**src/rtl/bmf_pkg.sv**
```systemverilog
`timescale 1ns / 1ps

package bmf_pkg;

    localparam int MAX_WIDTH   = 512;
    localparam int MAX_HEIGHT  = 1024;
    localparam int RADIUS      = 7;
    localparam int WIN         = 2 * RADIUS + 1;
    localparam int DIVISOR     = WIN * WIN;
    localparam int PADW        = MAX_WIDTH + RADIUS;
    localparam int LS_DEPTH    = WIN * PADW;
    localparam int LS_AW       = $clog2(LS_DEPTH);
    localparam int COL_AW      = $clog2(PADW);
    localparam int ROW_W       = $clog2(MAX_HEIGHT + RADIUS);
    localparam int SLOT_W      = $clog2(WIN);
    localparam int PIX_W       = 8;
    localparam int CS_W        = 12;
    localparam int WS_W        = 16;
    localparam int RECIP_SHIFT = 23;
    localparam int RECIP       = ((1 << RECIP_SHIFT) + DIVISOR - 1) / DIVISOR;
    localparam int PROD_W      = 32;

    localparam int WIDTH_W     = 10;
    localparam int HEIGHT_W    = 11;
    localparam int CFG_DATA_W  = 11;
    localparam int CFG_IDX_W   = 4;

    localparam logic [CFG_IDX_W-1:0] CFG_IMAGE_WIDTH  = CFG_IDX_W'(0);
    localparam logic [CFG_IDX_W-1:0] CFG_IMAGE_HEIGHT = CFG_IDX_W'(1);

    localparam logic [WIDTH_W-1:0]  WIDTH_RESET  = WIDTH_W'(416);
    localparam logic [HEIGHT_W-1:0] HEIGHT_RESET = HEIGHT_W'(240);

    // one classified position, front to back
    typedef struct packed {
        logic [PIX_W-1:0]  v;
        logic [LS_AW-1:0]  ls_addr;
        logic [COL_AW-1:0] col;
        logic              r_zero;
        logic              r_ge_win;
        logic              c_zero;
        logic              c_ge_win;
        logic              emit;
        logic              last;
    } t_work;

endpackage

```
**src/rtl/bmf_queue.sv**
```systemverilog
`timescale 1ns / 1ps

module bmf_queue (
    input  logic           i_clk,
    input  logic           i_rst_n,
    input  logic           i_push,
    input  bmf_pkg::t_work i_data,
    output logic           o_full,
    output logic           o_valid,
    output bmf_pkg::t_work o_data,
    input  logic           i_pop
);
    import bmf_pkg::*;

    localparam int Q_DEPTH = 4;
    localparam int Q_AW    = $clog2(Q_DEPTH);

    t_work             r_mem [Q_DEPTH];
    logic [Q_AW-1:0]   r_wp;
    logic [Q_AW-1:0]   r_rp;
    logic [Q_AW:0]     r_cnt;

    assign o_full  = (r_cnt == (Q_AW + 1)'(Q_DEPTH));
    assign o_valid = (r_cnt != '0);
    assign o_data  = r_mem[r_rp];

    always_ff @(posedge i_clk) begin
        if (i_push) begin
            r_mem[r_wp] <= i_data;
        end
    end

    always_ff @(posedge i_clk) begin
        if (!i_rst_n) begin
            r_wp  <= '0;
            r_rp  <= '0;
            r_cnt <= '0;
        end else begin
            if (i_push) begin
                r_wp <= r_wp + Q_AW'(1);
            end
            if (i_pop) begin
                r_rp <= r_rp + Q_AW'(1);
            end
            if (i_push && !i_pop) begin
                r_cnt <= r_cnt + (Q_AW + 1)'(1);
            end else if (i_pop && !i_push) begin
                r_cnt <= r_cnt - (Q_AW + 1)'(1);
            end
        end
    end

endmodule

```
**config.mk**
```make
export PLATFORM = sky130hd
export DESIGN_NAME = bmf_queue
export DESIGN_NICKNAME = d
export VERILOG_FILES = /design/src/rtl/bmf_pkg.sv /design/src/rtl/bmf_queue.sv
export SDC_FILE = /design/constraint.sdc
export NUM_CORES = 1
export LEC_CHECK = 0
export BUFFER_PORTS_ARGS = -buffer_cell sky130_fd_sc_hd__buf_4
export CELL_PAD_IN_SITES_DETAIL_PLACEMENT = 0
export CELL_PAD_IN_SITES_GLOBAL_PLACEMENT = 2
export CORE_MARGIN = 4
export CORE_UTILIZATION = 40
export DETAILED_ROUTE_END_ITERATION = 10
export PLACE_DENSITY_LB_ADDON = 0.08
export SETUP_SLACK_MARGIN = 0.15
export SYNTH_ARGS = -nofsm -noshare
export SYNTH_HDL_FRONTEND = slang
export SYNTH_SLANG_ARGS = --single-unit
export TNS_END_PERCENT = 30
```
**constraint.sdc**
```tcl
create_clock -name i_clk -period 3.7 [get_ports i_clk]
set_input_delay 0.185 -clock i_clk [delete_from_list [all_inputs] [get_ports i_clk]]
set_output_delay 0.185 -clock i_clk [all_outputs]
set_load 0.05 [all_outputs]
```
# Word level (Yosys, flattened, before mapping)
# Memories as Yosys holds them, arrays and structs flattened. A register that Yosys moved wholly into a read port is not among the register bits.
# Cells that the tools add are included.
# totals
ff_bits	7
ram_bits	148
in_bits	41
out_inout_bits	39
word_cells	21
memories	1
# classes
n_addsub	4
n_eq_ne	1
mux	6
reduce_logical	6
# mem_list
memory	depth	word_bits	read_ports	rd_clocked_by_memory_dff	wr	line_no	rtl
r_mem	4	37	1	1	1	bmf_queue.sv:18	t_work r_mem [Q_DEPTH];
# ops
op	n
$mux 3	2
$add 2x1->2 const B	2
$mux 2	2
$add 3x1->3 const B	1
$eq 3x3->1 const B	1
$reduce_bool 3->1	1
$sub 3x1->3 const B	1
$logic_and 1x1->1	2
$logic_not 1->1	2
$mux 1	2
$reduce_bool 2->1	1

# Longest topological paths before layout
# depth
ltp_word	4
mapped_depth	7
mapped_depth_nobuf	7

# Least setup slack after synthesis
# No wires, ideal clock.
# synth_path
path_kind	reg2reg
from	reg r_wp[0]
to	mem r_mem[2][0] (netlist bit) (enable)
setup_ps	398
arrival_ps	1442
t_required_ps	3302
setup_slack_ps	1860
stages_incl_launch_ff	4
path_buffers	0
period_less_slack_ps	1840
cell_sequence	dfxtp_1 inv_1 ha_1 and2_1
# synth_lines
element	line_no	rtl
start, declared	bmf_queue.sv:19	logic [Q_AW-1:0] r_wp;
start signal, assigned	bmf_queue.sv:40	r_wp <= r_wp + Q_AW'(1);
end, declared	bmf_queue.sv:18	
# No word-level cell before the write port.

==> impl_metrics.json <==
{
  "status": "finished, final reports clean",
  "fin_cells": 556,
  "synth_edf_count": 148,
  "ir_worst_vdd_v": 0.000314,
  "n_antenna_cell": 0,
  "fp.dieW_um": 129,
  "relSlewSlack_pct": 28.5,
  "row_count": 43,
  "period_needed_ps": 2420,
  "synthSimpleGateAreaFrac_pct": 1.58,
  "grt_pass1_vias": 2908,
  "drv_slew": 0,
  "cpMostUsedCell": "buf_4",
  "hold_viol": 0,
  "worstSetupPathType": "reg2out",
  "finalPower_mw": 4.19,
  "die-area_um2": 16600,
  "synth_top_family_by_area": "multiplexers",
  "antenna_found_initial": 0,
  "netlist_area_um2": 5840,
  "dp.cells": 489,
  "rsz0062_at_grt": "false",
  "synth_fa_ha_area_share_pct": 1.41,
  "die_h_um": 129,
  "worstMarginPinSlew_ps": 1070,
  "grt_pass1_wl_mm": 15.7,
  "synthTopCellsByArea": "edfxtp_1 76%, mux4_2 12%, mux4_1 3.1%",
  "clk_pin_slew_ps": 60,
  "nNetsFinal": 412,
  "vias": 2663,
  "synth_xor_area_share_pct": 0.750,
  "grt_max_degree": 38,
  "max_freq_mhz": 414,
  "ys.flop_type": "edfxtp_1",
  "fin_area_um2": 7450,
  "ff2ff_setup_slack_ps": 1890,
  "tns_ps": 0,
  "synth_seq_cells": 157,
  "cts_tree": "built",
  "yosys-mux-area-fraction_pct": 15.1,
  "clock_latency_ps": 410,
  "holdWs_ps": 29.9,
  "core_um2": 14100,
  "avgViaCountPerCell": 4.79,
  "synth.net_count": 283,
  "ys_types": 21,
  "seq_area_frac_synth_pct": 79.2,
  "powerDensity_nw_per_um2": 562,
  "firstDrtPassIters": 4,
  "portBuffers": 79,
  "cp_max_fo": 15,
  "cts.path.max_buffers": 2,
  "worstSetupEndpointType": "primary output",
  "p_leak_nw": 2.58,
  "synthTopCellsByCount": "148 x edfxtp_1, 30 x mux4_2, 9 x and2_1, 9 x dfxtp_1, 7 x mux4_1",
  "clock_skew_ps": 5.41,
  "drt-initial-drc-count": 189,
  "yosysTopAreaCell": "edfxtp_1",
  "hold_class": "in2reg",
  "cts_htree_levels": 4,
  "syn_inst": 236,
  "wl_per_cell_um": 18.3,
  "drive_above_1_share_pct": 37.5,
  "worst-path-buf-inv": 2,
  "setup_viol": 0,
  "slowest_delay_ps": 630,
  "ios": 80,
  "synth_compound_area_share_pct": 0.214,
  "critPathTopFamily": "flip-flops",
  "drt_wl_total_mm": 10.2,
  "cts_buffers": 17,
  "initial_core_util_pct": 41.4,
  "yosysMostFrequentCell": "edfxtp_1",
  "hpwlAfterDp_mm": 5.68,
  "path_cells": "buf_4 > mux4_2 > buf_4",
  "ant_nets": 0,
  "async_flop_share_pct": 0,
  "cts-root-buf": "clkbuf_16",
  "critPathLaunchType": "register",
  "syn_area_per_cell_um2": 24.8,
  "clock-sinks": 157,
  "arrival_ps": 2230,
  "synthToLayoutAreaGrowth_pct": 27.5,
  "post-route-drc-count": 0,
  "synth_top_area_share_pct": 76.1,
  "gp_congestion": 0.634,
  "placed_cell_area_um2": 6590,
  "yosysWarnings": 0,
  "cts_resized": 0,
  "drv_cap": 0,
  "grt_usage_pct": 13.2,
  "fin_crit_sh_pct": 65.3,
  "fillers": 1129,
  "slowest_stage": "dfxtp_2",
  "grt-ovfl-total": 0,
  "cp.required_ps": 3510
}
[final timing paths]
check                   startpoint                endpoint  cells after the start
max                       register               o_data[4]                      3
min                        i_rst_n    r_wp[0]$_SDFFE_PN0P_                      2
min reg2reg  r_cnt[2]$_SDFFE_PN0P_   r_cnt[2]$_SDFFE_PN0P_                      2
max reg2reg   r_wp[0]$_SDFFE_PN0P_  r_mem[1][16]$_DFFE_PP_                      2
[per-layer routing]
layer | share of wire (%) | global-route usage [%]
met3 | 4.1 | 4.15
met2 | 51 | 20.8
met5 | 0 | 0
met1 | 44 | 16.9
met4 | 1.5 | 5.74
[area by class of cell]
type                    instances  area (um2)  area share (%)
clock buffers                  19         433            5.81
flip-flops and latches        157        4630            62.1
multi-input cells              67        1120            15.0
repair buffers                118         978            13.1
well taps                     180         225            3.02
clock inverters                11        55.1           0.739
inverters                       4        15.0           0.202
[state kept, by name, indices dropped and copies added (netlist names), named ones only]
register	cells
r_cnt	3
r_wp	2
r_rp	2
r_mem	148
[report_power, final]
part	switching (mW)	total (mW)	internal (mW)
clock network	0.624	1.45	0.830
registers	0.0456	2.09	2.04
logic	0.395	0.646	0.251
[through the flow]
step | utilization, % | worst slack, ps
3_5_place_dp | 46.8 | 1640
2_1_floorplan | - | 1860
3_3_place_gp | 46.8 | 1640
6_report | 52.8 | 1280
5_1_grt | 52.8 | 1120
4_1_cts | 52.8 | 1180
[worst register-to-register path, stage by stage (launching register included)]
cell and delay [ps]:
dfxtp_1 390, ha_1 160, and2_2 850
[logic make-up after synthesis]
group / Yosys count
mux: 39
xor+xnor: 5
compound gates: 2
simple gates: 15
fa+ha+maj: 6
buf+inv: 12
flops: 157
[repair_timing]
| action | in CTS | in global routing |
|---|---|---|
| setup buffers | 0 | 0 |
| hold buffers | 37 | 0 |
| endpoints found under the hold margin | 148 | 0 |
[placed cells by master (no fill, tap or decap), types with 3 or more instances in the layout]
| cell | n |
|---|---|
| edfxtp_1 | 148 |
| buf_4 | 81 |
| dlygate4sd3_1 | 37 |
| mux4_2 | 30 |
| clkbuf_16 | 17 |
| mux4_1 | 7 |
| dfxtp_1 | 7 |
| and2_1 | 5 |
| ha_1 | 5 |
| clkinv_2 | 5 |
| inv_1 | 4 |
| and2_2 | 4 |
| clkinv_1 | 4 |
| xor2_1 | 3 |
No activity file was read; power rests on OpenSTA's default activity.
