==> src/rtl/bmf_pkg.sv <==
`timescale 1ns / 1ps

package bmf_pkg;

    localparam int MAX_WIDTH   = 512;
    localparam int MAX_HEIGHT  = 1024;
    localparam int RADIUS      = 7;
    localparam int WIN         = 2 * RADIUS + 1;
    localparam int DIVISOR     = WIN * WIN;
    localparam int PADW        = MAX_WIDTH + RADIUS;
    localparam int LS_DEPTH    = WIN * PADW;
    localparam int LS_AW       = $clog2(LS_DEPTH);
    localparam int COL_AW      = $clog2(PADW);
    localparam int ROW_W       = $clog2(MAX_HEIGHT + RADIUS);
    localparam int SLOT_W      = $clog2(WIN);
    localparam int PIX_W       = 8;
    localparam int CS_W        = 12;
    localparam int WS_W        = 16;
    localparam int RECIP_SHIFT = 23;
    localparam int RECIP       = ((1 << RECIP_SHIFT) + DIVISOR - 1) / DIVISOR;
    localparam int PROD_W      = 32;

    localparam int WIDTH_W     = 10;
    localparam int HEIGHT_W    = 11;
    localparam int CFG_DATA_W  = 11;
    localparam int CFG_IDX_W   = 4;

    localparam logic [CFG_IDX_W-1:0] CFG_IMAGE_WIDTH  = CFG_IDX_W'(0);
    localparam logic [CFG_IDX_W-1:0] CFG_IMAGE_HEIGHT = CFG_IDX_W'(1);

    localparam logic [WIDTH_W-1:0]  WIDTH_RESET  = WIDTH_W'(416);
    localparam logic [HEIGHT_W-1:0] HEIGHT_RESET = HEIGHT_W'(240);

    // one classified position, front to back
    typedef struct packed {
        logic [PIX_W-1:0]  v;
        logic [LS_AW-1:0]  ls_addr;
        logic [COL_AW-1:0] col;
        logic              r_zero;
        logic              r_ge_win;
        logic              c_zero;
        logic              c_ge_win;
        logic              emit;
        logic              last;
    } t_work;

endpackage

==> src/rtl/bmf_front.sv <==
`timescale 1ns / 1ps

module bmf_front (
    input  logic                           i_clk,
    input  logic                           i_rst_n,
    input  logic                           i_push,
    input  logic                           i_op,
    input  logic [7:0]                     i_pixel,
    input  logic                           i_cfg_valid,
    input  logic [bmf_pkg::CFG_IDX_W-1:0]  i_cfg_index,
    input  logic [bmf_pkg::CFG_DATA_W-1:0] i_cfg_data,
    input  logic                           i_q_full,
    output logic                           o_q_push,
    output bmf_pkg::t_work                 o_q_data
);
    import bmf_pkg::*;

    logic [WIDTH_W-1:0]  r_width;
    logic [HEIGHT_W-1:0] r_height;
    logic [ROW_W-1:0]    r_row;
    logic [COL_AW-1:0]   r_col;
    logic [SLOT_W-1:0]   r_slot;
    logic [LS_AW-1:0]    r_base;

    logic [WIDTH_W-1:0]  w_clamp;
    logic [HEIGHT_W-1:0] h_clamp;
    logic [COL_AW-1:0]   padw_m1;
    logic [ROW_W-1:0]    padh_m1;
    logic                col_last;
    logic                row_last;
    logic                accept;

    always_comb begin
        if (r_width == '0) begin
            w_clamp = WIDTH_W'(1);
        end else if (r_width > WIDTH_W'(MAX_WIDTH)) begin
            w_clamp = WIDTH_W'(MAX_WIDTH);
        end else begin
            w_clamp = r_width;
        end
        if (r_height == '0) begin
            h_clamp = HEIGHT_W'(1);
        end else if (r_height > HEIGHT_W'(MAX_HEIGHT)) begin
            h_clamp = HEIGHT_W'(MAX_HEIGHT);
        end else begin
            h_clamp = r_height;
        end
    end

    assign padw_m1  = COL_AW'(w_clamp) + COL_AW'(RADIUS - 1);
    assign padh_m1  = ROW_W'(h_clamp) + ROW_W'(RADIUS - 1);
    assign col_last = (r_col == padw_m1);
    assign row_last = (r_row == padh_m1);
    assign accept   = i_push && !i_q_full;

    assign o_q_push         = accept;
    assign o_q_data.v       = i_op ? '0 : i_pixel;
    assign o_q_data.ls_addr = r_base + LS_AW'(r_col);
    assign o_q_data.col     = r_col;
    assign o_q_data.r_zero  = (r_row == '0);
    assign o_q_data.r_ge_win = (r_row >= ROW_W'(WIN));
    assign o_q_data.c_zero  = (r_col == '0);
    assign o_q_data.c_ge_win = (r_col >= COL_AW'(WIN));
    assign o_q_data.emit    = (r_row >= ROW_W'(RADIUS)) && (r_col >= COL_AW'(RADIUS));
    assign o_q_data.last    = row_last && col_last;

    always_ff @(posedge i_clk) begin
        if (!i_rst_n) begin
            r_width  <= WIDTH_RESET;
            r_height <= HEIGHT_RESET;
            r_row    <= '0;
            r_col    <= '0;
            r_slot   <= '0;
            r_base   <= '0;
        end else if (i_cfg_valid) begin
            // a width or height write restarts the frame
            if (i_cfg_index == CFG_IMAGE_WIDTH) begin
                r_width <= i_cfg_data[WIDTH_W-1:0];
            end
            if (i_cfg_index == CFG_IMAGE_HEIGHT) begin
                r_height <= i_cfg_data[HEIGHT_W-1:0];
            end
            if (i_cfg_index == CFG_IMAGE_WIDTH || i_cfg_index == CFG_IMAGE_HEIGHT) begin
                r_row  <= '0;
                r_col  <= '0;
                r_slot <= '0;
                r_base <= '0;
            end
        end else if (accept) begin
            if (col_last) begin
                r_col <= '0;
                if (row_last) begin
                    r_row  <= '0;
                    r_slot <= '0;
                    r_base <= '0;
                end else begin
                    r_row <= r_row + ROW_W'(1);
                    if (r_slot == SLOT_W'(WIN - 1)) begin
                        r_slot <= '0;
                        r_base <= '0;
                    end else begin
                        r_slot <= r_slot + SLOT_W'(1);
                        r_base <= r_base + LS_AW'(PADW);
                    end
                end
            end else begin
                r_col <= r_col + COL_AW'(1);
            end
        end
    end

endmodule

==> config.mk <==
export PLATFORM = sky130hd
export DESIGN_NAME = bmf_front
export DESIGN_NICKNAME = d
export VERILOG_FILES = /design/src/rtl/bmf_pkg.sv /design/src/rtl/bmf_front.sv
export SDC_FILE = /design/constraint.sdc
export NUM_CORES = 1
export LEC_CHECK = 0
export ABC_CLOCK_PERIOD_IN_PS = 7800
export BUFFER_PORTS_ARGS = -buffer_cell sky130_fd_sc_hd__buf_2
export CAP_MARGIN = 20
export CORE_MARGIN = 2
export CORE_UTILIZATION = 55
export DETAILED_ROUTE_END_ITERATION = 10
export PLACE_DENSITY = 0.78
export SLEW_MARGIN = 20
export SYNTH_ARGS = -nofsm -noshare
export SYNTH_HDL_FRONTEND = slang
export SYNTH_SLANG_ARGS = --single-unit
export TNS_END_PERCENT = 10
==> constraint.sdc <==
create_clock -name i_clk -period 7.8 [get_ports i_clk]
set_input_delay 0.39 -clock i_clk [delete_from_list [all_inputs] [get_ports i_clk]]
set_output_delay 0.39 -clock i_clk [all_outputs]
set_load 0.1 [all_outputs]
Word-level counts from Yosys, hierarchy flattened:

Cells that the tools add are included.

* register bits after elaboration: 59
* word-level logic and storage cells: 66
* output and inout port bits: 38
* input bits: 29

* $lt $le $gt $ge: 6
* add/sub/neg operators: 7
* reductions and logical operators: 16
* eq/ne operators: 5
* muxes and demuxes: 26

Operators by type and width (count)
* $mux 13: 6
* $mux 11: 7
* $mux 10: 6
* $mux 4: 6
* $logic_not 11->1: 2
* $logic_not 10->1: 2
* $add 13x10->13: 1
* $add 13x10->13 const B: 1
* $add 11x1->11 const B: 1
* $add 11x3->11 const B: 1
* $eq 11x11->1: 1
* $ge 11x3->1 const B: 1
* $ge 11x4->1 const B: 1
* $gt 11x11->1 const B: 1
* $add 10x1->10 const B: 1
* $add 10x3->10 const B: 1
* $eq 10x10->1: 1
* $ge 10x3->1 const B: 1
* $ge 10x4->1 const B: 1
* $gt 10x10->1 const B: 1
* $mux 8: 1
* $reduce_and 2->1: 3
* $add 4x1->4 const B: 1
* $eq 4x1->1 const B: 1
* 8 further kinds: 11

Longest topological paths before layout:

* word-level depth: 9
* mapped depth: 14
* mapped depth without buffers: 11

Worst setup path before layout:

OpenSTA, ideal clock, no wires.

* path kind: register -> output
* start point: reg r_col[0]
* end point: out o_q_data[26] (netlist name)
* arrival time: 6.073 ns
* cell stages (with the launch flop): 11
* data required time: 7.410 ns
* path slack: 1.337 ns
* buffers on the path: 0
* cells stage by stage: dfxtp_1 > ha_1 > inv_1 > fa_1 > nor2b_1 > o21ai_0 > a21boi_0 > o21ai_0 > a21oi_1 > o21ai_0 > o311ai_0

RTL lines
* start: declaration: RTL line bmf_front.sv:21 `logic [COL_AW-1:0] r_col;`
* start signal: assignment: RTL line bmf_front.sv:107 `r_col <= r_col + COL_AW'(1);`
* end: declaration: RTL line bmf_front.sv:14 `output bmf_pkg::t_work o_q_data`

==> out/metrics.csv <==
stage,metric,value,unit
drt,Final ANT Viol Nets,0,
setup_path,Arrival @ worst endpoint,3.44,ns
clock_tree,Post-CTS Resized,0,
yosys,most frequent cell after synthesis,nand2_1,
final_layout,area grow syn2layout,13.4,%
yosys,cell taking the most area after synthesis,dfxtp_1,
setup_path,WS Path Type,reg -> out,
drt,wire per inst,15.7,µm
setup_path,"Critical Path, Cell by Cell","ha_1, inv_1, fa_1, nor2b_1, o21ai_0, a21boi_0, o21ai_0, a21oi_1, o21ai_0, or4b_2, o311ai_0, buf_2",
setup_path,CP Launch Type,flip-flop,
setup_path,crit path max fanout,10,
setup_path,reg2reg start,r_height[10]$_SDFFE_PN0P_,
drt,Initial DRT Pass Iterations,4,
sta,Slew @ Worst Pin,0.933,ns
clock_tree,TritonCTS clock tree,built,
drt,Initial DRC Count,187,
clock_tree,H-tree levels,3,
sta,f_max,261,MHz
yosys,Synth Net Count,622,
pwr,pwr/cell area,152,nW/µm²
sta,unrepaired setup endpoints after global routing,no,
final_layout,Fillers,690,
flow_run,Max-cap violations,0,
clock_tree,CTS root buf,clkbuf_8,
place,gpl congestion,0.965,
grt,largest net degree at the start of global routing,29,
grt,initial antenna violation count,0,
die,Die W,93.0,µm
yosys,Post-Synth Simple-Gate Area,30.5,%
clock_tree,"Hold-fix buffers, CTS",0,
pwr,Lkg Pwr,0.00199,µW
grt,first-pass GRT wire length,19.2,mm
yosys,xor-xnor portion of the synthesized cell area,5.83,%
setup_path,worst r2r path cells,11,
yosys,"Avg Cell Area, Syn",7.61,µm²
final_layout,antenna cells,0,
yosys,Synthesis Warnings,0,
grt,grt ovf,0,
yosys,synth unique cells,77,
die,Die ar.,8650,µm²
sta,final setup vio count,0,
yosys,"Cell Area, Synth",4360,µm²
yosys,multiplexer share of the synthesized area,0.718,%
grt,vias in the first global route,4177,
grt,GR Layer Usage met1,35.1,%
yosys,largest cells by area after synthesis,"dfxtp_1 (27%), nand2_1 (7.7%), ha_1 (5.5%), a21oi_1 (4.9%), inv_1 (3.3%)",
drt,Via Count,4430,
sta,Total Neg Setup Slack,0,ns
grt,global routing usage on met3,5.56,%
status,status,completed,
clock_tree,Worst-path clk slew,0.07,ns
setup_path,CP endpoint kind,output pin,
setup_path,CP peak stage delay,0.59,ns
die,CORE AREA,7690,µm²
die,cell row count,32,
setup_path,CP max stage cell,or4b_2,
grt,grt peak-use layer,met2,
clock_tree,clk buf depth,2,
die,Die Y,93.0,µm
final_layout,final core occ,64.3,%
clock_tree,worst-skew pair later-pin latency,0.34,ns
sta,post-layout min period,3.83,ns
sta,"Slew Viols, Final",0,
hold_path,Hold Path Sink,r_height[4]$_SDFFE_PN1P_,
pwr,Max VDD drop,0.0958,mV
die,IO Count,67,
sta,Fin. Hold Viols,0,
yosys,fraction of registers with async set/reset,0,%
yosys,top-area cell type share of the netlist area,27.1,%
hold_path,worst hold path type,in -> reg,
grt,GRT Util Overall,27.3,%
final_layout,nets@finish,673,
setup_path,flop-to-flop setup slack,4.34,ns
yosys,"Top FF cell, synth",dfxtp_1,
clock_tree,TritonCTS Buffers,9,
place,post-DP HPWL,8.45,mm
sta,Slew HR,37.7,%
sta,Min Hold Slack,0.275,ns
yosys,post-synthesis compound-gate area fraction,23.4,%
yosys,"EDFF count, synth",0,
drt,WL final,11.5,mm
final_layout,ratio of cells with drive above 1 in the final layout,18.0,%
place,Port Buffers,66,
drt,drt via density,6.06,
grt,GRT met2 Usage,45.0,%
yosys,Seq cells post-synth,59,
hold_path,hold path startpoint,i_cfg_data[4],
die,Initial Utilization,56.7,%
sta,final period utilization,49.1,%
yosys,Synth Area in Adders,5.91,%
hold_path,Hold Path Depth,3,
place,placed inst area,4670,µm²
sta,Layout Skew,0.0110,ns
yosys,"top cells by count, synth","nand2_1 (90), dfxtp_1 (59), a21oi_1 (43)",
setup_path,Critical Path RT,7.41,ns
yosys,Mapped Cells,573,
final_layout,Final Cell Area,4940,µm²
yosys,main combinational cell family by area after synthesis,simple AND/OR/NAND/NOR gates,
clock_tree,postcts setup bufs,0,
setup_path,R2R Path End,r_row[9]$_SDFFE_PN0P_,
clock_tree,CTS Sinks,59,
drt,drc violations,0,
yosys,register area share after synthesis,27.1,%
setup_path,CP dominant cell by count,o21ai_0,
[report_power, final]
part | total [µW] | internal (µW) | switching, µW
clock network | 361 | 238 | 123
registers | 309 | 304 | 5.45
logic | 82.2 | 22.0 | 60.1
total | 753 | 564 | 189
[sequential cells by signal, indices dropped and copies added, names as in the netlist]
| signal | cells |
|---|---|
| r_base | 13 |
| r_col | 10 |
| r_height | 11 |
| r_row | 11 |
| r_slot | 4 |
| r_width | 10 |
[how the worst max path moves through the flow]
stage	from	to	slack, ns	cells past startpoint
2_1_floorplan	r_col[0]$_SDFFE_PN0P_	o_q_data[26]	1.34	10
3_3_place_gp	r_col[0]$_SDFFE_PN0P_	o_q_data[26]	4.45	12
3_5_place_dp	r_col[0]$_SDFFE_PN0P_	o_q_data[26]	4.37	12
4_1_cts	r_col[0]$_SDFFE_PN0P_	o_q_data[26]	3.97	12
5_1_grt	r_col[0]$_SDFFE_PN0P_	o_q_data[26]	3.59	12
6_report	r_col[0]$_SDFFE_PN0P_	o_q_data[26]	3.97	12
[kinds of logic (layout without fill, tap and decap cells)]
family,after synthesis,count (layout)
AND/OR/NAND/NOR,250,250
adder cells (fa/ha/maj),20,20
flip-flops,59,59
buffers and inverters,65,121
XOR/XNOR,29,29
AO/OA/AOI/OAI,147,147
multiplexers,3,3
[stage by stage]
step                      power [µW]  std cells  setup WS (ns)
after detailed placement         397        714           4.37
final                            753        731           3.97
after global routing             780        731           3.59
after floorplan                  377        573           1.34
after CTS                        754        730           3.97
after global placement           395        714           4.45
[metal layers]
layer	part of all wire (%)	up-vias
li1	-	2167
met3	6.5	24
met1	43	2065
met5	0	-
met2	48	174
met4	2.0	0
[placed cells by master, fill, tap and decap left out, drive strengths merged, types with 7 or more instances in the layout]
master	Yosys	final
a21oi	44	44
buf	12	67
clkbuf	15	12
dfxtp	59	59
ha	19	19
inv	38	38
nand2	90	90
nand2b	7	7
nand3	29	29
nand3b	9	9
nand4	12	12
nor2	25	25
nor2b	16	16
nor3	18	18
nor4	11	11
o21ai	32	32
o22ai	15	15
xnor2	15	15
xor2	14	14
[worst max-delay path: cells and delay by family, from the launching register on]
| family | cells | cell delay, ns |
|---|---|---|
| buffers and inverters | 2 | 0.55 |
| adder cells (fa/ha/maj) | 2 | 0.46 |
| flip-flops | 1 | 0.41 |
| AND/OR/NAND/NOR | 2 | 0.64 |
| AO/OA/AOI/OAI | 6 | 1.01 |
[layout make-up]
type | count | area (µm²) | area share [%]
Inverter | 38 | 143 | 2.88
Clock inverter | 4 | 95.1 | 1.92
Sequential cell | 59 | 1180 | 23.9
Tap cell | 102 | 128 | 2.58
Timing Repair Buffer | 67 | 342 | 6.91
Clock buffer | 12 | 165 | 3.34
Multi-Input combinational cell | 449 | 2890 | 58.5
Note: power is estimated with default switching activity, not from simulation.
